## config.mk

```make
export PLATFORM = sky130hd
export DESIGN_NAME = hcpu_front
export DESIGN_NICKNAME = d
export VERILOG_FILES = /design/src/rtl/core/hcpu_pkg.sv /design/src/rtl/core/hcpu_front.sv
export SDC_FILE = /design/constraint.sdc
export NUM_CORES = 1
export LEC_CHECK = 0
export BUFFER_PORTS_ARGS = -buffer_cell sky130_fd_sc_hd__buf_4
export CORE_ASPECT_RATIO = 0.75
export CORE_UTILIZATION = 30
export DETAILED_ROUTE_END_ITERATION = 10
export SLEW_MARGIN = 10
export SYNTH_ARGS = -nofsm -noshare
export SYNTH_HDL_FRONTEND = slang
export SYNTH_SLANG_ARGS = --single-unit
```

## constraint.sdc

```tcl
create_clock -name clk -period 5.1 [get_ports clk]
set_clock_uncertainty 0.1 [all_clocks]
set_input_delay 1.02 -clock clk [delete_from_list [all_inputs] [get_ports clk]]
set_output_delay 1.02 -clock clk [all_outputs]
set_load 0.005 [all_outputs]
```

## src/rtl/core/hcpu_pkg.sv

```systemverilog
package hcpu_pkg;

  localparam int WORD_W = 16;
  localparam int PC_W   = 15;

  // Destination bits of a C-instruction
  localparam int DEST_M = 0;
  localparam int DEST_D = 1;
  localparam int DEST_A = 2;

  // Jump condition bits of a C-instruction
  localparam int JMP_GT = 0;
  localparam int JMP_EQ = 1;
  localparam int JMP_LT = 2;

  typedef struct packed {
    logic            is_c;
    logic            use_m;
    logic [PC_W-1:0] imm;
    logic [5:0]      comp;
    logic [2:0]      dest;
    logic [2:0]      jump;
  } item_t;

  typedef struct packed {
    logic [PC_W-1:0]          next_pc;
    logic signed [WORD_W-1:0] alu_result;
    logic signed [WORD_W-1:0] a_value;
    logic signed [WORD_W-1:0] d_value;
    logic                     halted;
  } result_t;

  function automatic item_t decode(input logic [WORD_W-1:0] word);
    item_t it;
    it.is_c  = word[15];
    it.use_m = word[15] & word[12];
    it.imm   = word[PC_W-1:0];
    it.comp  = word[11:6];
    it.dest  = word[5:3];
    it.jump  = word[2:0];
    return it;
  endfunction

  function automatic logic [WORD_W-1:0] alu(input logic [WORD_W-1:0] x,
                                            input logic [WORD_W-1:0] y,
                                            input logic [5:0]        c);
    logic [WORD_W-1:0] xv;
    logic [WORD_W-1:0] yv;
    logic [WORD_W-1:0] r;
    xv = c[5] ? '0 : x;
    if (c[4]) xv = ~xv;
    yv = c[3] ? '0 : y;
    if (c[2]) yv = ~yv;
    r = c[1] ? (xv + yv) : (xv & yv);
    if (c[0]) r = ~r;
    return r;
  endfunction

endpackage

```

## src/rtl/core/hcpu_front.sv

```systemverilog
module hcpu_front (
  input  logic            clk,
  input  logic            rst_n,
  input  logic            hold,
  input  logic            in_push,
  output logic            in_full,
  input  logic [15:0]     in_instruction,
  output logic            q_valid,
  output hcpu_pkg::item_t q_item,
  input  logic            q_pop
);
  import hcpu_pkg::*;

  item_t      ent_r [2];
  logic       rd_ptr_r;
  logic       wr_ptr_r;
  logic [1:0] cnt_r;
  logic       push;
  logic       pop;

  assign in_full = hold | (cnt_r == 2'd2);
  assign push    = in_push & ~in_full;
  assign q_valid = (cnt_r != 2'd0);
  assign pop     = q_pop & q_valid;
  assign q_item  = ent_r[rd_ptr_r];

  always_ff @(posedge clk) begin
    if (!rst_n) begin
      rd_ptr_r <= 1'b0;
      wr_ptr_r <= 1'b0;
      cnt_r    <= 2'd0;
    end else begin
      if (push) wr_ptr_r <= ~wr_ptr_r;
      if (pop) rd_ptr_r <= ~rd_ptr_r;
      cnt_r <= cnt_r + {1'b0, push} - {1'b0, pop};
    end
  end

  // classify on the way in
  always_ff @(posedge clk) begin
    if (push) begin
      ent_r[wr_ptr_r] <= decode(in_instruction);
    end
  end

endmodule

```

Word-level counts from Yosys, hierarchy flattened

Memories as Yosys holds them, arrays and structs flattened. A register that Yosys moved wholly into a read port is not among the register bits.
Cells that the tools add are included.

Output and inout port bits: 31
RAM bits: 58
Register bits: 4
Memories: 1
Input port bits: 21
Word-level logic and storage cells: 19

Memories:

| memory | words | width | read ports | clocked after Yosys merged registers in | wr ports | RTL line         | text |
|---|---|---|---|---|---|---|---|
| ent_r  | 2     | 29    | 1          | 1                                       | 1        | hcpu_front.sv:14 | `item_t ent_r [2];` |

Eq/ne operators: 1
$add $sub $neg: 2
Mux-type cells: 4
Reductions and logical operators: 1
Bitwise operators: 7

Operators by type and width:

| cell                                        | number |
|---|---|
| 1-bit 2-to-1 mux                            | 4 |
| 1-bit AND                                   | 3 |
| 1-bit NOT                                   | 3 |
| 2-bit by 1-bit adder with 2-bit output      | 1 |
| 2-bit == test, second input constant        | 1 |
| 2-bit nonzero test                          | 1 |
| 2-bit by 1-bit subtractor with 2-bit output | 1 |
| 1-bit bitwise OR                            | 1 |

Depth between registers and ports, before layout

Gate-level depths: netlist of the first run.

Word-level depth: 6
Mapped depth: 8
Gate-level depth less buffers: 8

Worst setup path before layout of the first run

OpenSTA, ideal clock, no wires.

Kind: in2reg
Start: input port hold
End: memory ent_r[1][12] (netlist bit) (enable)
Data required time: 4.609 ns
Setup slack: 2.606 ns
Data arrival time: 2.004 ns
Library setup time: 0.391 ns
Stages on the path: 2
Path buffers: 0
Cells stage by stage: nand3b_1 > nor2_1

Longest elaborated chain between the ends: 5

Ends and longest elaborated chain:

| item                                   | RTL line         | text |
|---|---|---|
| start: declaration                     | hcpu_front.sv:4  | `input logic hold,` |
| 1-bit bitwise OR                       | hcpu_front.sv:21 | `assign in_full = hold \| (cnt_r == 2'd2);` |
| 1-bit NOT                              | hcpu_front.sv:22 | `assign push = in_push & ~in_full;` |
| 1-bit AND                              | hcpu_front.sv:22 |  |
| 1-bit 2-to-1 mux                       | hcpu_front.sv:41 | `if (push) begin` |
| 1-bit 2-to-1 mux (not written as such) | hcpu_front.sv:42 | `ent_r[wr_ptr_r] <= decode(in_instruction);` |
| end: declaration                       | hcpu_front.sv:14 |  |

Every way passes these cells.

==> results of run 1 <==
[cells in the final DEF, fill, tap and decap left out]
cell,instances
ha_1,2
clkinv_4,1
dfxtp_1,5
bufinv_16,1
nand2b_1,2
mux2_4,10
edfxtp_1,34
nor2b_1,2
clkbuf_8,5
nand2_1,2
inv_1,2
mux2i_1,1
or2_2,1
xnor2_1,3
o21a_1,1
buf_4,51
clkinv_2,1
nor2_2,2
mux2_2,7
nand3b_1,1
and2_1,3
[per-stage QoR]
step	setup slack [ns]	total power [mW]	std cells	util [%]	hold slack (ns)
2_1_floorplan	2.61	0.576	92	-	0.351
3_3_place_gp	2.45	0.651	201	39.2	0.372
3_5_place_dp	2.39	0.659	201	39.2	0.395
4_1_cts	2.08	0.914	209	41.5	0.406
5_1_grt	2.00	0.943	209	41.5	0.430
6_report	2.14	0.899	209	41.5	0.397
[flip-flops by register name, indices dropped and copies added (netlist names), named ones only]
signal    flops
ent_r        34
cnt_r         2
rd_ptr_r      1
wr_ptr_r      1
[layer usage]
layer / global-route usage [%] / vias to the layer above
li1: - / 408
met5: 0 / -
met3: 4.52 / 7
met4: 5.00 / 0
met1: 11.5 / 416
met2: 16.3 / 38
[cell type report]
| cell class | instances | area share [%] |
|---|---|---|
| clock inverter | 3 | 2.10 |
| inverter | 2 | 0.359 |
| timing repair buffer | 51 | 18.3 |
| sequential | 39 | 53.7 |
| multi-input combinational | 37 | 18.0 |
| tap | 72 | 4.31 |
| clock buffer | 5 | 3.29 |
[power groups by stage]
stage,clock [mW],sequential (mW),combinational [mW]
detailed placement,0,0.420,0.239
global placement,0,0.418,0.232
finish,0.252,0.412,0.234
global route,0.271,0.419,0.253
floorplan,0,0.397,0.179
CTS,0.261,0.413,0.240
[worst paths after layout]
| kind | start | endpoint | slack, ns |
|---|---|---|---|
| setup reg to reg | cnt_r[0] | ent_r[1][18] | 3.16 |
| hold / removal | wr_ptr_r | wr_ptr_r | 0.40 |
| hold reg to reg | wr_ptr_r | wr_ptr_r | 0.40 |
| setup / recovery | flop | q_item[17] | 2.14 |
[critical path, delay by kind of cell, from the launching register on]
family	cells	cell delay, ns
buffers and inverters	1	0.14
flip-flops	1	0.98
multiplexers	1	0.44
[logic make-up after synthesis]
kind of cell / after synthesis
flops: 39
xor+xnor: 3
compound gates: 1
buf+inv: 16
mux: 18
simple gates: 13
fa+ha+maj: 2
==> run metrics, run 1 <==
status=finished clean; FF+latch count, synth=39; Slew headroom=34.2%; P_leak=0.825 nW; vias in the first global route=887; Setup Fix Bufs, Post-CTS=0; cell-internal power=680 uW; Synth Area in Simple Gates=4.48%; antenna viol nets, final=0; Peak Freq=338 MHz; die height=65.6 microns; Netlist Area Pre-Place=1620 sq um; share of the synthesized area in the top cell type=63.0%; Yosys cell types=19; Hold/Removal Path Class=flop to flop; share of cells above drive strength 1=57.7%; Synth area leader=edfxtp_1; num ports=52; Worst-path clk slew=0.07 ns; multiplexer share of the synthesized area=14.7%; final setup fails=0; Max Transition Viols Final=0; nets@finish=159; Multi-input gate area=375 sq um; Mean Syn Cell Area=17.6 sq um; first-pass iteration count of the detailed router=3; WL final=2.59 mm; Async S/R FF share, synth=0%; Power per Cell Area=430 nW/um^2; Gate power share=26.0%; Slowest cell on crit path=dfxtp_1; crit path cell chain=mux2_2 -> buf_4; Hold Vio Cnt, Final=0; first-pass GRT wire length=4.15 mm; largest net degree at the start of global routing=18; VDD IR max=0.205 mV; Met3 Routed Length=224 microns; sw frac=24.3%; TritonCTS clock tree=built; Die ar.=5700 sq um; grt total ovfl=0; Synth top cells by count=34 x edfxtp_1, 12 x buf_4, 10 x mux2_4, 7 x mux2_2, 5 x dfxtp_1; Synth Area in Adders=1.54%; cts bufs inserted=5; initial core utilization=32.2%; Clk network pwr share=28.1%; Post-synth EDFFs=34; # DRC=0; Die X=86.9 microns; All-Layer GR Usage=10.2%; Tmin final=2.96 ns; n_diodes=0; area grow syn2layout=29.0%; CP required=3.98 ns; Crit Path Class=flop to output pin; routability cong.=0.623; Net Count, Synth=115; PortBufs=51; fillers=479; top layer in use=met4; Crit. End Element=output pin; top_reg_cell synth=edfxtp_1; Clock Path Buffers=2; CTS hold repair buffers=0; placed cell areas=1980 sq um; Core Area=5040 sq um; Seq/Total Area, Yosys=69.2%; Worst setup SP type=flop; root buffer cell=clkbuf_8; dominant cell by count in the synthesized netlist=edfxtp_1; post-synthesis compound-gate area fraction=0.463%; wire length per cell=12.4 microns; RSZ-0062 raised after global routing=false; Final period util=58.1%; number of H-tree levels=2; worst-path maximum fanout=17; vias per inst=4.16; maxcap violations=0; antenna violations before repair=0; final instance area=2090 sq um; wl on met1=1.12 mm; # rows=22; total area of sequential cells=1120 sq um; Post-CTS Resized=0; 1st-iter DRT viols=19; Synth area leaders=edfxtp_1 63%, mux2_4 9.3%, dfxtp_1 6.2%; metal2 WL=1.21 mm; Slew @ Worst Pin=0.986 ns; Synth Area in XOR/XNOR=1.62%; Crit path largest cell delay=0.98 ns; Gate Count Post-Synth=92; YS warnings=0; clk sinks=39; Fin Setup TNS=0 ns; Critical Path AT=1.84 ns; FF-to-FF path depth=3; Clock Latency Late Sink=0.28 ns; largest family of logic cells by synthesized area=multiplexers; hold depth=2; Flop pwr share=45.9%; total number of vias=869; Psw=219 uW
(Power assumes the default switching activity.)
==> inputs of run 2 (changes only) <==
==> constraint.sdc (replaced) <==
create_clock -name clk -period 2.6 [get_ports clk]
set_clock_uncertainty 0.1 [all_clocks]
set_input_delay 0.52 -clock clk [delete_from_list [all_inputs] [get_ports clk]]
set_output_delay 0.52 -clock clk [all_outputs]
set_load 0.005 [all_outputs]
==> run 2 against run 1 <==
Net effect: count of clock-buffer cells in the layout unchanged; largest power group unchanged; total power increased by 87%; first-iteration DRC count increased by 68%.
==> run metrics, run 2 (synthesis gave the netlist of run 1 again) <==
Tmin final=2.13 ns; placed cell areas=2020 sq um (+2.4%); PortBufs=51 (unchanged); Hold WS=0.313 ns (-0.0837 ns); reg2reg setup slack=0.71 ns (-2.45 ns); CTS hold repair buffers=0 (unchanged); Power per Cell Area=795 nW/um^2 (+85%); Core Area=5040 sq um (unchanged); Setup Fix Bufs, Post-CTS=0 (unchanged); Slew @ Worst Pin=0.442 ns (-0.544 ns); largest net degree at the start of global routing=14 (-4); worst-path maximum fanout=12 (-5); wire length per cell=11.6 microns (-6.7%); root buffer cell=clkbuf_8; die height=65.6 microns (unchanged); Die X=86.9 microns (unchanged); maxcap violations=0 (unchanged); commonest cells after routing, fill and taps aside=52 x buf_4, 34 x edfxtp_1, 10 x mux2_4; WL final=2.45 mm (-5.4%); area grow syn2layout=30.4%; CP required=1.98 ns (-2.00 ns); Crit. End Element=output pin; TritonCTS clock tree=built; Fin Setup TNS=0 ns (unchanged); Crit Path Class=flop to output pin; # DRC=0 (unchanged); final setup fails=0 (unchanged); Final period util=82.1%; P_leak=0.829 nW (+0.47%); Critical Path AT=1.51 ns (-0.33 ns); vias in the first global route=801 (-9.7%); number of H-tree levels=2 (unchanged); final instance area=2110 sq um (+1.1%); biggest regs=ent_r: 34 flops, cnt_r: 2 flops; most common cell after layout, fill and taps aside=buf_4; cts bufs inserted=5 (unchanged); Clock Latency Late Sink=0.28 ns (about the same); Hold/Removal Path Class=input port to flop; Hold Vio Cnt, Final=0 (unchanged); share of cells above drive strength 1=58.6% (+0.91 points); Post-DP HPWL=1.81 mm; Worst-path clk slew=0.08 ns (about the same); Slew headroom=70.5% (+36 points); total number of vias=844 (-2.9%); Clock Path Buffers=2 (unchanged); All-Layer GR Usage=9.48% (-0.68 points); VDD IR max=0.314 mV (+53%); antenna viol nets, final=0 (unchanged); Power, Total=1.68 mW (+87%); grt total ovfl=0 (unchanged); RSZ-0062 raised after global routing=false; vias per inst=3.98 (-4.3%); Die ar.=5700 sq um (unchanged); Top reg by flops=ent_r; num ports=52 (unchanged); Layout Utilization=42.0% (+0.47 points); clk sinks=39 (unchanged); Worst setup SP type=flop; Max Transition Viols Final=0 (unchanged); Peak Freq=468 MHz; first-pass GRT wire length=3.77 mm (-9.1%); 1st-iter DRT viols=32 (+13); max reg flops=34 (unchanged); initial core utilization=32.2% (unchanged); Post-CTS Resized=0 (unchanged); nets@finish=162 (+1.9%); # rows=22 (unchanged); status=finished clean; routability cong.=0.586 (-5.8%); antenna violations before repair=0 (unchanged); n_diodes=0 (unchanged); first-pass iteration count of the detailed router=4 (+1)
run 2: cell types whose count changed in the layout (fill, tap and decap cells not counted):
cell	change
bufinv_16	-1
buf_12	+2
buf_4	+1
clkinvlp_4	+2
clkinv_4	-1
run 2: worst paths after layout:
| check | depth (start not counted) | end | start |
|---|---|---|---|
| worst max-delay path | 3 | q_item[12] | flop |
| worst min-delay path | 1 | ent_r[1][12] | in_instruction[0] |
| worst max register to register | 8 | cnt_r[1] | cnt_r[0] |
| worst min register to register | 2 | wr_ptr_r | wr_ptr_r |
run 2: power by group:
| group | leakage, nW | total, mW | internal, mW | switching (mW) |
|---|---|---|---|---|
| Clock | 0.0402 | 0.394 | 0.186 | 0.208 |
| Combinational | 0.436 | 0.504 | 0.323 | 0.181 |
| Sequential | 0.353 | 0.782 | 0.745 | 0.0372 |
run 2: area by class of cell:
| class | instances | area [sq um] |
|---|---|---|
| sequential | 39 | 1120 |
| timing repair buffer | 54 | 430 |
| tap | 72 | 90.1 |
| multi-input combinational | 37 | 375 |
| fill | 474 | 2920 |
| clock inverter | 3 | 20.0 |
| clock buffer | 5 | 68.8 |
| inverter | 2 | 7.51 |
run 2: critical path, stage by stage, from the launching register on:
cell and delay, ns:
dfxtp_1 0.53, buf_12 0.20, mux2_2 0.35, buf_4 0.14
run 2: metrics by stage:
step / worst slack [ns] / instances
6_report: 0.465 / 212
5_1_grt: 0.376 / 212
4_1_cts: 0.417 / 212
3_5_place_dp: 0.509 / 204
3_3_place_gp: 0.577 / 204
2_1_floorplan: 0.606 / 92
run 2: per-layer routing:
metal,track usage (%),up-vias,wire (microns),share of wire [%]
li1,-,412,-,-
met1,11.7,384,1060,43
met2,13.5,41,1090,45
met3,4.77,7,257,10
met4,5.00,0,43,1.8
met5,0,-,0,0
