===== src/rtl/core/hcpu_pkg.sv =====
package hcpu_pkg;

  localparam int WORD_W = 16;
  localparam int PC_W   = 15;

  // Destination bits of a C-instruction
  localparam int DEST_M = 0;
  localparam int DEST_D = 1;
  localparam int DEST_A = 2;

  // Jump condition bits of a C-instruction
  localparam int JMP_GT = 0;
  localparam int JMP_EQ = 1;
  localparam int JMP_LT = 2;

  typedef struct packed {
    logic            is_c;
    logic            use_m;
    logic [PC_W-1:0] imm;
    logic [5:0]      comp;
    logic [2:0]      dest;
    logic [2:0]      jump;
  } item_t;

  typedef struct packed {
    logic [PC_W-1:0]          next_pc;
    logic signed [WORD_W-1:0] alu_result;
    logic signed [WORD_W-1:0] a_value;
    logic signed [WORD_W-1:0] d_value;
    logic                     halted;
  } result_t;

  function automatic item_t decode(input logic [WORD_W-1:0] word);
    item_t it;
    it.is_c  = word[15];
    it.use_m = word[15] & word[12];
    it.imm   = word[PC_W-1:0];
    it.comp  = word[11:6];
    it.dest  = word[5:3];
    it.jump  = word[2:0];
    return it;
  endfunction

  function automatic logic [WORD_W-1:0] alu(input logic [WORD_W-1:0] x,
                                            input logic [WORD_W-1:0] y,
                                            input logic [5:0]        c);
    logic [WORD_W-1:0] xv;
    logic [WORD_W-1:0] yv;
    logic [WORD_W-1:0] r;
    xv = c[5] ? '0 : x;
    if (c[4]) xv = ~xv;
    yv = c[3] ? '0 : y;
    if (c[2]) yv = ~yv;
    r = c[1] ? (xv + yv) : (xv & yv);
    if (c[0]) r = ~r;
    return r;
  endfunction

endpackage


===== src/rtl/core/hcpu_back.sv =====
module hcpu_back #(
  parameter int DATA_DEPTH = 32768
) (
  input  logic                          clk,
  input  logic                          rst_n,
  input  logic [14:0]                   halt_pc,
  input  logic                          q_valid,
  input  hcpu_pkg::item_t               q_item,
  output logic                          q_pop,
  output logic                          mem_re,
  output logic [$clog2(DATA_DEPTH)-1:0] mem_raddr,
  input  logic [15:0]                   mem_rdata,
  output logic                          mem_we,
  output logic [$clog2(DATA_DEPTH)-1:0] mem_waddr,
  output logic [15:0]                   mem_wdata,
  output logic                          out_empty,
  input  logic                          out_pop,
  output hcpu_pkg::result_t             out_res
);
  import hcpu_pkg::*;

  localparam int ADDR_W = $clog2(DATA_DEPTH);
  localparam logic S_RUN = 1'b0;
  localparam logic S_MEM = 1'b1;

  logic [WORD_W-1:0] a_r;
  logic [WORD_W-1:0] d_r;
  logic [PC_W-1:0]   pc_r;
  logic              st_r;
  logic              st_nxt;
  item_t             cur_r;

  result_t           oq_r [2];
  logic              oq_rd_r;
  logic              oq_wr_r;
  logic [1:0]        oq_cnt_r;
  logic              oq_full;
  logic              oq_pop;

  logic [WORD_W-1:0] addr_ext;
  logic [ADDR_W-1:0] idx;
  item_t             ex_item;
  logic [WORD_W-1:0] y;
  logic              exec_en;
  logic [WORD_W-1:0] res;
  logic              neg;
  logic              zero;
  logic              take;
  logic [PC_W-1:0]   next_pc;
  logic [WORD_W-1:0] a_nxt;
  logic [WORD_W-1:0] d_nxt;
  logic              halted;

  // address is the low 15 bits of A wrapped into the memory depth
  always_comb begin
    addr_ext = {1'b0, a_r[PC_W-1:0]};
    if (addr_ext >= WORD_W'(DATA_DEPTH)) addr_ext = addr_ext - WORD_W'(DATA_DEPTH);
    idx = addr_ext[ADDR_W-1:0];
  end

  assign oq_full = (oq_cnt_r == 2'd2);

  always_comb begin
    q_pop   = 1'b0;
    mem_re  = 1'b0;
    exec_en = 1'b0;
    st_nxt  = st_r;
    ex_item = q_item;
    y       = a_r;
    case (st_r)
      S_RUN: begin
        if (q_valid) begin
          if (q_item.use_m) begin
            // fetch M first, execute from S_MEM once the result queue has room
            mem_re = 1'b1;
            q_pop  = 1'b1;
            st_nxt = S_MEM;
          end else if (!oq_full) begin
            exec_en = 1'b1;
            q_pop   = 1'b1;
          end
        end
      end
      S_MEM: begin
        ex_item = cur_r;
        y       = mem_rdata;
        if (!oq_full) begin
          exec_en = 1'b1;
          st_nxt  = S_RUN;
        end
      end
      default: st_nxt = S_RUN;
    endcase
  end

  always_comb begin
    res     = ex_item.is_c ? alu(d_r, y, ex_item.comp) : '0;
    neg     = res[WORD_W-1];
    zero    = (res == '0);
    take    = (ex_item.jump[JMP_LT] & neg) | (ex_item.jump[JMP_EQ] & zero) |
              (ex_item.jump[JMP_GT] & ~neg & ~zero);
    next_pc = pc_r + PC_W'(1);
    a_nxt   = a_r;
    d_nxt   = d_r;
    halted  = 1'b0;
    if (!ex_item.is_c) begin
      a_nxt = {1'b0, ex_item.imm};
    end else begin
      if (take) next_pc = a_r[PC_W-1:0];
      if (ex_item.dest[DEST_D]) d_nxt = res;
      if (ex_item.dest[DEST_A]) a_nxt = res;
      halted = (next_pc == halt_pc);
    end
  end

  assign mem_raddr = idx;
  assign mem_we    = exec_en & ex_item.is_c & ex_item.dest[DEST_M];
  assign mem_waddr = idx;
  assign mem_wdata = res;

  always_ff @(posedge clk) begin
    if (!rst_n) begin
      a_r  <= '0;
      d_r  <= '0;
      pc_r <= '0;
      st_r <= S_RUN;
    end else begin
      st_r <= st_nxt;
      if (exec_en) begin
        a_r  <= a_nxt;
        d_r  <= d_nxt;
        pc_r <= next_pc;
      end
    end
  end

  always_ff @(posedge clk) begin
    if (mem_re) cur_r <= q_item;
  end

  // result queue
  assign out_empty = (oq_cnt_r == 2'd0);
  assign oq_pop    = out_pop & ~out_empty;
  assign out_res   = oq_r[oq_rd_r];

  always_ff @(posedge clk) begin
    if (!rst_n) begin
      oq_rd_r  <= 1'b0;
      oq_wr_r  <= 1'b0;
      oq_cnt_r <= 2'd0;
    end else begin
      if (exec_en) oq_wr_r <= ~oq_wr_r;
      if (oq_pop) oq_rd_r <= ~oq_rd_r;
      oq_cnt_r <= oq_cnt_r + {1'b0, exec_en} - {1'b0, oq_pop};
    end
  end

  always_ff @(posedge clk) begin
    if (exec_en) begin
      oq_r[oq_wr_r].next_pc    <= next_pc;
      oq_r[oq_wr_r].alu_result <= res;
      oq_r[oq_wr_r].a_value    <= a_nxt;
      oq_r[oq_wr_r].d_value    <= d_nxt;
      oq_r[oq_wr_r].halted     <= halted;
    end
  end

endmodule


===== config.mk =====
export PLATFORM = sky130hd
export DESIGN_NAME = hcpu_back
export DESIGN_NICKNAME = d
export VERILOG_FILES = /design/src/rtl/core/hcpu_pkg.sv /design/src/rtl/core/hcpu_back.sv
export SDC_FILE = /design/constraint.sdc
export NUM_CORES = 1
export LEC_CHECK = 0
export ABC_AREA = 1
export BUFFER_PORTS_ARGS = -buffer_cell sky130_fd_sc_hd__buf_2
export CORE_UTILIZATION = 40
export DETAILED_ROUTE_END_ITERATION = 6
export HOLD_SLACK_MARGIN = 0.15
export SLEW_MARGIN = 5
export SYNTH_ARGS = -nofsm -noshare
export SYNTH_HDL_FRONTEND = slang
export SYNTH_SLANG_ARGS = --single-unit

===== constraint.sdc =====
create_clock -name clk -period 10.03 [get_ports clk]
set_clock_uncertainty 0.05 [all_clocks]
set_input_delay 1.5045 -clock clk [delete_from_list [all_inputs] [get_ports clk]]
set_output_delay 1.5045 -clock clk [all_outputs]
set_load 0.01 [all_outputs]

Yosys cells after proc, flatten, opt, wreduce, memory -nomap -nowiden. Memory sizes are Yosys's and may differ from the RTL's. A register that Yosys moved wholly into a read port is not among the register bits. Cells that the tools add are included.

RAM bits: 128. Word-level logic and storage cells: 74. Register bits after elaboration: 81. Bits in latches: 0. Input port bits: 64. ROM bits: 0. Memories kept: 1.

Memory list: oq_r (words 2, bits a word 64, rd ports 1, clocked after Yosys merged registers in 1, write ports 1, line hcpu_back.sv:33) `result_t oq_r [2];`.

Order comparisons: 0. Bitwise operators: 19. Shift operators: 0. $add $sub $neg: 4. Mux-type cells: 33. Eq/ne operators: 2. Div/mod/pow operators: 0. Multiply operators: 0. Reduce and logical (&&, ||, !) cells: 2.

Operators by type and width (number): 16-bit two-way mux (12); 16-bit inverter (3); 15-bit two-way mux (3); 29-bit two-way mux (1); 16-bit adder (1); 16-bit AND (1); 16-bit zero test (1); 15-bit by 1-bit adder with 15-bit output, second input constant (1); 15-bit == test (1); 1-bit two-way mux (15); 1-bit AND (7); 1-bit inverter (6); 1-bit one-hot mux with 2 select lines (2); 2-bit by 1-bit adder with 2-bit output (1); 2-bit == test, second input constant (1); 2-bit zero test (1); 1-bit bitwise OR (2); 2-bit by 1-bit subtractor with 2-bit output (1).

Logic depth before layout (Yosys ltp). Gate-level depths: netlist of the first run.

Depth after elaboration: 17. Gate-level depth with buffers: 35.

Worst setup path after synthesis of the first run. OpenSTA, ideal clock, no wires.

Kind: input port to flip-flop. Start: input q_item[27] (netlist bit). End: memory oq_r[1][0] (netlist bit), enable pin. Path buffers: 2. Data arrival time: 5180 ps. Path slack: 4312 ps. Stages on the path: 7. Cells stage by stage: inv_1 nand2_1 a21oi_1 inv_1 clkbuf_1 clkbuf_1 nor2_1.

Longest elaborated chain between the ends: 5.

Ends and longest elaborated chain: start: declaration (line hcpu_back.sv:8) `input hcpu_pkg::item_t q_item,`; 1-bit two-way mux (line hcpu_back.sv:73) `if (q_item.use_m) begin`; 1-bit two-way mux (line hcpu_back.sv:72) `if (q_valid) begin`; 1-bit one-hot mux with 2 select lines (line hcpu_back.sv:70) `case (st_r)`; 1-bit two-way mux (line hcpu_back.sv:159) `if (exec_en) begin`; 1-bit two-way mux (implied by the code) (line hcpu_back.sv:164) `oq_r[oq_wr_r].halted <= halted;`; end: declaration (line hcpu_back.sv:33).

Every way passes these cells.

Worst setup path in the final report of the first run.
Start: input q_item[10] (netlist bit). End: output mem_wdata[12].

Longest elaborated chain between the ends: 7.

Ends and longest elaborated chain: 29-bit two-way mux (*) (line hcpu_back.sv:70); 16-bit two-way mux (*) (line hcpu_pkg.sv:51) `if (c[4]) xv = ~xv;`; 16-bit adder or 16-bit AND (tied branches) (line hcpu_pkg.sv:54) `r = c[1] ? (xv + yv) : (xv & yv);`; 16-bit two-way mux (*) (line hcpu_pkg.sv:54); 16-bit inverter (line hcpu_pkg.sv:55) `if (c[0]) r = ~r;`; 16-bit two-way mux (*) (line hcpu_pkg.sv:55); 16-bit two-way mux (*) (line hcpu_back.sv:97) `res = ex_item.is_c ? alu(d_r, y, ex_item.comp) : '0;`; end: declaration (line hcpu_back.sv:15) `output logic [15:0] mem_wdata,`.

Mark *: on every way between the ends. The rest lies on a longest branch, timed or not.

==> flow_metrics.env, run 1 <==
export IMPL_run_status="completed"
export IMPL_rsz0062_at_grt="false"
export IMPL_core_area_mm2=0.0287
export IMPL_seq_area_mm2=0.00575
export IMPL_nets=1562
export IMPL_max_cap_violations=0
export IMPL_placementRows=62
export IMPL_clk_latency_ns=0.52
export IMPL_nFillCells=2825
export IMPL_cts_max_path_buffers=3
export IMPL_postCtsSetupRepairBufs=0
export IMPL_drt_first_pass_iters=5
export IMPL_synthArstFlopShare=0
export IMPL_drt_initial_drc_count=837
export IMPL_clk_pin_slew_ns=0.06
export IMPL_layout_common_cells="336 x nand2_1, 188 x inv_1, 177 x buf_2"
export IMPL_grt_ovfl_total=0
export IMPL_syn_num_nets=1433
export IMPL_rr_worst_depth=24
export IMPL_final_common_cell="nand2_1"
export IMPL_num_antenna_cells=0
export IMPL_slowest_stage="o21ai_0"
export IMPL_rr_startpoint="st_r"
export IMPL_dp_hpwl_um=25500
export IMPL_worst_pin_slew_ns=0.985
export IMPL_setup_tns_ns=0
export IMPL_yosysTopAreaCell="edfxtp_1"
export IMPL_syn_cell_area_mm2=0.0117
export IMPL_wl_met1_um=16900
export IMPL_required_ns=8.48
export IMPL_syn_avg_cell_area_um2=8.64
export IMPL_grtUsageTotal=0.231
export IMPL_vdd_drop_max_mv=0.143
export IMPL_crit_chain="buf_2 > inv_1 > o21ai_0 > inv_2 > xor2_1 > ha_1 > inv_1 > fa_1 > inv_1 > nand3_1 > nand2_1 > nand3_1 > nand3_1 > nand2_1 > nand3_1 > nand2_1 > nand2_1 > nand3_1 > inv_1 > buf_2"
export IMPL_ant_nets=0
export IMPL_route_met3_wl_um=2650
export IMPL_clock_root_buffer="clkbuf_16"
export IMPL_p_leak_nw=6.14
export IMPL_synth_distinct_cells=39
export IMPL_dieArea_mm2=0.0298
export IMPL_synth_cells=1349
export IMPL_report_final_slew_viol_count=0
export IMPL_port_buffers=177
export IMPL_maxSlewHeadroom=0.343
export IMPL_ys_ff_latch=209
export IMPL_cts_buffers=23
export IMPL_wirelength_um=35100
export IMPL_crit_type="in2out"
export IMPL_ios=178
export IMPL_ctsHoldBuffers=0
export IMPL_synth_edff_count=156
export IMPL_fin_crit_ns=6.25
export IMPL_hold_start="oq_rd_r"
export IMPL_grt_pass1_vias=8797
export IMPL_multi_input_area_mm2=0.00475
export IMPL_cts_sinks=209
export IMPL_p_per_area_mw_per_mm2=234
export IMPL_worstHoldPathCells=1
export IMPL_grt_max_degree=83
export IMPL_rrSetupSlack_ns=4.42
export IMPL_arrival_ns=4.70
export IMPL_seq_area_frac_synth=0.493
export IMPL_initial_core_util=0.406
export IMPL_die_y_um=173
export IMPL_dieWidth_um=173
export IMPL_yosys_top_cells_area="edfxtp_1 40%, nand2_1 11%, dfxtp_1 9.1%"
export IMPL_grt_first_pass_wirelength_um=52400
export IMPL_drive_gt1_frac=0.209
export IMPL_area_growth_pct=15.0
export IMPL_yosys_most_used_dff="edfxtp_1"
export IMPL_fin_util=0.467
export IMPL_r2r_end="oq_r[0][49]"
export IMPL_top_layer="met4"
export IMPL_cpPeakStageDelay_ns=0.38
export IMPL_crit_path_max_fanout=15
export IMPL_drc=0
export IMPL_tritoncts="built"
export IMPL_synth_top_cell_area_share=0.402
export IMPL_startpoint_type="primary input"
export IMPL_maxClockFrequency_mhz=160
export IMPL_hold_viol=0
export IMPL_holdCritPathClass="reg2reg"
export IMPL_end_kind="output pin"
export IMPL_place_congestion=0.932
export IMPL_post_route_period_util=0.623
export IMPL_vias=9555
export IMPL_yosys_warnings=0
export IMPL_met2WireLength_um=14500
export IMPL_cpMostUsedCell="nand3_1"
export IMPL_antenna_found_initial=0
export IMPL_cts_htree_levels=1
export IMPL_ctsResizeCount=0
export IMPL_setup_viol_count_final=0
export IMPL_wl_per_cell_um=18.7
export IMPL_via_per_inst=5.09
Yosys cell counts, types with 3 or more instances:
master    count
nor3_1        5
nand4_1      19
nor2_1       63
buf_4        32
nand3b_1      8
buf_2         5
inv_2         4
inv_1       189
xnor2_1       4
edfxtp_1    156
o21ai_0     106
o22ai_1      15
clkbuf_1     45
or2_2         5
nand3_1      83
xor2_1       42
dfxtp_1      53
mux2_2       64
o21ai_1       8
a21oi_1      60
mux2i_1       4
and2_1        3
o211ai_1      4
nand2_1     336
ha_1         19
cell type report:
cell class | instances | area share
clock buffers | 28 | 0.0443
clock inverters | 14 | 0.00952
inverters | 193 | 0.0540
multi-input cells | 861 | 0.354
flip-flops and latches | 209 | 0.429
well taps | 384 | 0.0358
repair buffers | 190 | 0.0734
report_power, final:
| part | switching [mW] | leakage [nW] | internal (mW) |
|---|---|---|---|
| clock network | 0.339 | 0.347 | 0.474 |
| registers | 0.0580 | 1.90 | 1.10 |
| logic | 0.766 | 3.89 | 0.405 |
| total | 1.16 | 6.14 | 1.98 |
flip-flops by register name (all words and copies together) (netlist names), named ones only:
| register | cells |
|---|---|
| oq_wr_r | 1 |
| pc_r | 15 |
| d_r | 16 |
| oq_r | 128 |
| oq_rd_r | 1 |
| st_r | 1 |
| oq_cnt_r | 2 |
| cur_r | 28 |
| a_r | 16 |
stage by stage:
step	setup slack, ns	instance area (um^2)	hold slack, ns	std cells	power (mW)
2_1_floorplan	4.31	11700	0.375	1349	1.97
3_5_place_dp	3.83	12700	0.393	1837	2.33
6_report	3.78	13400	0.406	1879	3.14
3_3_place_gp	3.90	12700	0.381	1837	2.32
5_1_grt	3.52	13400	0.443	1879	3.32
4_1_cts	3.83	13400	0.405	1879	3.15
per-layer routing:
metal | GRT usage | vias to the layer above
li1 | - | 4683
met1 | 0.346 | 4435
met2 | 0.337 | 389
met3 | 0.0367 | 48
met4 | 0.0756 | 0
met5 | 0 | -
logic make-up (layout without fill, tap and decap cells):
kind of cell / after synthesis / after routing / synth area share
and+or+nand+nor: 530 / 530 / 0.194
buffers and inverters: 279 / 425 / 0.102
DFF: 209 / 209 / 0.493
AOI/OAI and AO/OA: 197 / 197 / 0.0892
muxes: 68 / 68 / 0.0653
xor gates and xnor gates: 46 / 46 / 0.0346
adders and majority gates: 20 / 20 / 0.0221
worst max-delay path by stage:
stage / end / start
floorplan: oq_r[1][0] / q_item[27]
global placement: mem_wdata[12] / q_item[10]
detailed placement: oq_r[0][49] / q_item[10]
CTS: mem_wdata[12] / q_item[10]
global route: mem_wdata[12] / q_item[10]
finish: mem_wdata[12] / q_item[10]
critical path, delay by kind of cell:
| family | cells | cell delay [ns] |
|---|---|---|
| AOI/OAI and AO/OA | 1 | 0.38 |
| xor gates and xnor gates | 1 | 0.26 |
| buffers and inverters | 7 | 0.96 |
| and+or+nand+nor | 9 | 1.00 |
| adders and majority gates | 2 | 0.57 |
No activity file was read; power rests on OpenSTA's default activity.
==> run 2: changes to the inputs <==
--- a/config.mk
+++ b/config.mk
@@ -5,7 +5,7 @@
 export SDC_FILE = /design/constraint.sdc
 export NUM_CORES = 1
 export LEC_CHECK = 0
-export ABC_AREA = 1
+export ABC_AREA = 0
 export BUFFER_PORTS_ARGS = -buffer_cell sky130_fd_sc_hd__buf_2
 export CORE_UTILIZATION = 40
 export DETAILED_ROUTE_END_ITERATION = 6
==> constraint.sdc (replaced) <==
create_clock -name clk -period 5.85 [get_ports clk]
set_clock_uncertainty 0.05 [all_clocks]
set_input_delay 0.8775 -clock clk [delete_from_list [all_inputs] [get_ports clk]]
set_output_delay 0.8775 -clock clk [all_outputs]
set_load 0.01 [all_outputs]
==> flow_metrics.env, run 2 <==
export IMPL_grt_max_degree=47
export IMPL_wl_per_cell_um=20.3
export IMPL_startpoint_type="flip-flop"
export IMPL_dieArea_mm2=0.0291
export IMPL_yosysTopAreaCell="edfxtp_1"
export IMPL_hold_end="pc_r[14]"
export IMPL_drc=0
export IMPL_maxSlewHeadroom=0.381
export IMPL_initial_core_util=0.408
export IMPL_reg_top3="oq_r: 128 flops, cur_r: 28 flops"
export IMPL_clk_latency_ns=0.52
export IMPL_rsz0062_at_grt="false"
export IMPL_synthArstFlopShare=0
export IMPL_synth_common_cells="156 x edfxtp_1, 116 x nor2_1, 100 x nand2_1"
export IMPL_vias=8563
export IMPL_layout_common_cells="177 x buf_2, 156 x edfxtp_1, 114 x nor2_1"
export IMPL_final_common_cell="buf_2"
export IMPL_p_leak_nw=5.30
export IMPL_nFillCells=2555
export IMPL_rr_startpoint="st_r"
export IMPL_cts_htree_levels=1
export IMPL_holdCritPathClass="reg2reg"
export IMPL_arrival_ns=5.77
export IMPL_seq_area_frac_synth=0.506
export IMPL_largest_reg_flops=128
export IMPL_ant_nets=0
export IMPL_post_route_period_util=0.942
export IMPL_r2r_end="oq_r[1][0]"
export IMPL_run_status="completed"
export IMPL_antenna_found_initial=1
export IMPL_cts_sinks=209
export IMPL_maxClockFrequency_mhz=182
export IMPL_hold_start="pc_r[14]"
export IMPL_fin_crit_ns=5.51
export IMPL_max_cap_violations=0
export IMPL_rr_worst_depth=20
export IMPL_die_y_um=171
export IMPL_vdd_drop_max_mv=0.207
export IMPL_nets=1297
export IMPL_grt_pass1_vias=7915
export IMPL_clk_pin_slew_ns=0.06
export IMPL_synth_top_cell_area_share=0.412
export IMPL_hold_viol=0
export IMPL_syn_cell_area_mm2=0.0114
export IMPL_syn_num_nets=1115
export IMPL_placementRows=61
export IMPL_crit_path_max_fanout=42
export IMPL_place_congestion=0.917
export IMPL_yosys_top_cells_area="edfxtp_1 41%, dfxtp_1 9.3%, mux2_2 8.7%"
export IMPL_synth_distinct_cells=74
export IMPL_grt_first_pass_wirelength_um=47800
export IMPL_place_area_mm2=0.0128
export IMPL_area_growth_pct=20.1
export IMPL_tritoncts="built"
export IMPL_synth_edff_count=156
export IMPL_fin_area_mm2=0.0136
export IMPL_ctsHoldBuffers=0
export IMPL_hold_worst_slack_ns=0.424
export IMPL_setup_tns_ns=0
export IMPL_report_final_slew_viol_count=0
export IMPL_drt_initial_drc_count=640
export IMPL_worstHoldPathCells=2
export IMPL_syn_avg_cell_area_um2=11.0
export IMPL_yosys_most_used_dff="edfxtp_1"
export IMPL_crit_type="reg2reg"
export IMPL_yosys_warnings=0
export IMPL_grt_ovfl_total=0
export IMPL_synth_cells=1031
export IMPL_rrSetupSlack_ns=0.34
export IMPL_core_area_mm2=0.0279
export IMPL_setup_viol_count_final=0
export IMPL_cts_max_path_buffers=3
export IMPL_end_kind="flip-flop"
export IMPL_drive_gt1_frac=0.314
export IMPL_dieWidth_um=171
export IMPL_ys_ff_latch=209
export IMPL_drt_first_pass_iters=5
export IMPL_synth_most_common_cell="edfxtp_1"
export IMPL_dp_hpwl_um=24300
export IMPL_required_ns=6.11
export IMPL_port_buffers=177
export IMPL_largest_register="oq_r"
export IMPL_ios=178
export IMPL_wirelength_um=32600
export IMPL_cts_buffers=24
export IMPL_grtUsageTotal=0.220
export IMPL_via_per_inst=5.32
export IMPL_clock_root_buffer="clkbuf_16"
export IMPL_p_per_area_mw_per_mm2=394
export IMPL_worst_pin_slew_ns=0.928
run 2: changes by cell type in the layout (fill, tap and decap cells not counted), sizes merged, moves of 47 or more:
cell and delta:
buf +47, mux2i +66, nand2 -238, nand3 -71, inv -167, xnor2 +51, o21ai -75, nor2 +53
run 2: layer usage:
layer	up-vias	GRT usage	wire, um
li1	4050	-	-
met1	4176	0.324	15600
met2	293	0.328	13900
met4	0	0.0611	766
met5	-	0	0
met3	44	0.0426	2330
run 2: worst max-delay path: stages (launching register included):
cell,delay [ns]
dfxtp_4,0.45
buf_16,0.28
mux2i_1,0.21
nor2_1,0.06
xnor2_1,0.13
ha_1,0.22
inv_1,0.09
fa_1,0.43
nor2b_4,0.15
o31ai_2,0.10
a221o_1,0.42
mux2i_1,0.19
o311ai_1,0.17
xnor2_1,0.31
a41oi_1,0.21
nor3_2,0.26
buf_4,0.16
mux2i_2,0.24
mux2_1,0.35
a2111o_1,0.42
a2111oi_2,0.38
run 2: worst max path at each step:
stage               from         end  slack, ns
3_5_place_dp   q_item[9]  oq_r[1][0]      -0.10
5_1_grt             st_r  oq_r[1][0]       0.04
2_1_floorplan       st_r  oq_r[0][0]       0.05
4_1_cts             st_r  oq_r[1][0]       0.17
3_3_place_gp   q_item[9]  oq_r[0][0]      0.004
6_report            st_r  oq_r[1][0]       0.34
run 2: stage by stage:
step	total power, mW	instances	utilization	setup slack [ns]
finish	5.37	1610	0.490	0.341
floorplan	3.16	1031	-	0.0548
global placement	3.90	1562	0.460	0.00367
detailed placement	3.90	1562	0.460	-0.105
CTS	5.39	1606	0.488	0.172
global route	5.63	1610	0.490	0.0442
run 2: report_power, final:
group	internal, mW	switching [mW]
sequential	1.83	0.115
clock	0.882	0.598
combinational	0.827	1.12
run 2: final cells by class:
class	count	area (um^2)	share of cell area
sequential	209	5750	0.421
inverter	27	101	0.00743
timing repair buffer	237	1410	0.103
multi-input combinational	714	5120	0.375
antenna	1	2.50	0.000183
clock inverter	14	138	0.0101
clock buffer	30	653	0.0479
tap	378	473	0.0347
run 2: logic make-up after synthesis:
logic type | Yosys count | share of synthesized area
AND/OR/NAND/NOR | 289 | 0.112
flip-flops | 209 | 0.506
multiplexers | 160 | 0.153
adder cells (fa/ha/maj) | 20 | 0.0227
XOR/XNOR | 84 | 0.0647
AO/OA/AOI/OAI | 161 | 0.0946
buffers and inverters | 108 | 0.0474
run 2: what timing repair did:
action                     in CTS  in global routing
hold endpoints to repair        0                  0
resized for setup               0                  4
setup buffers                   0                  3
setup endpoints to repair       0                  2
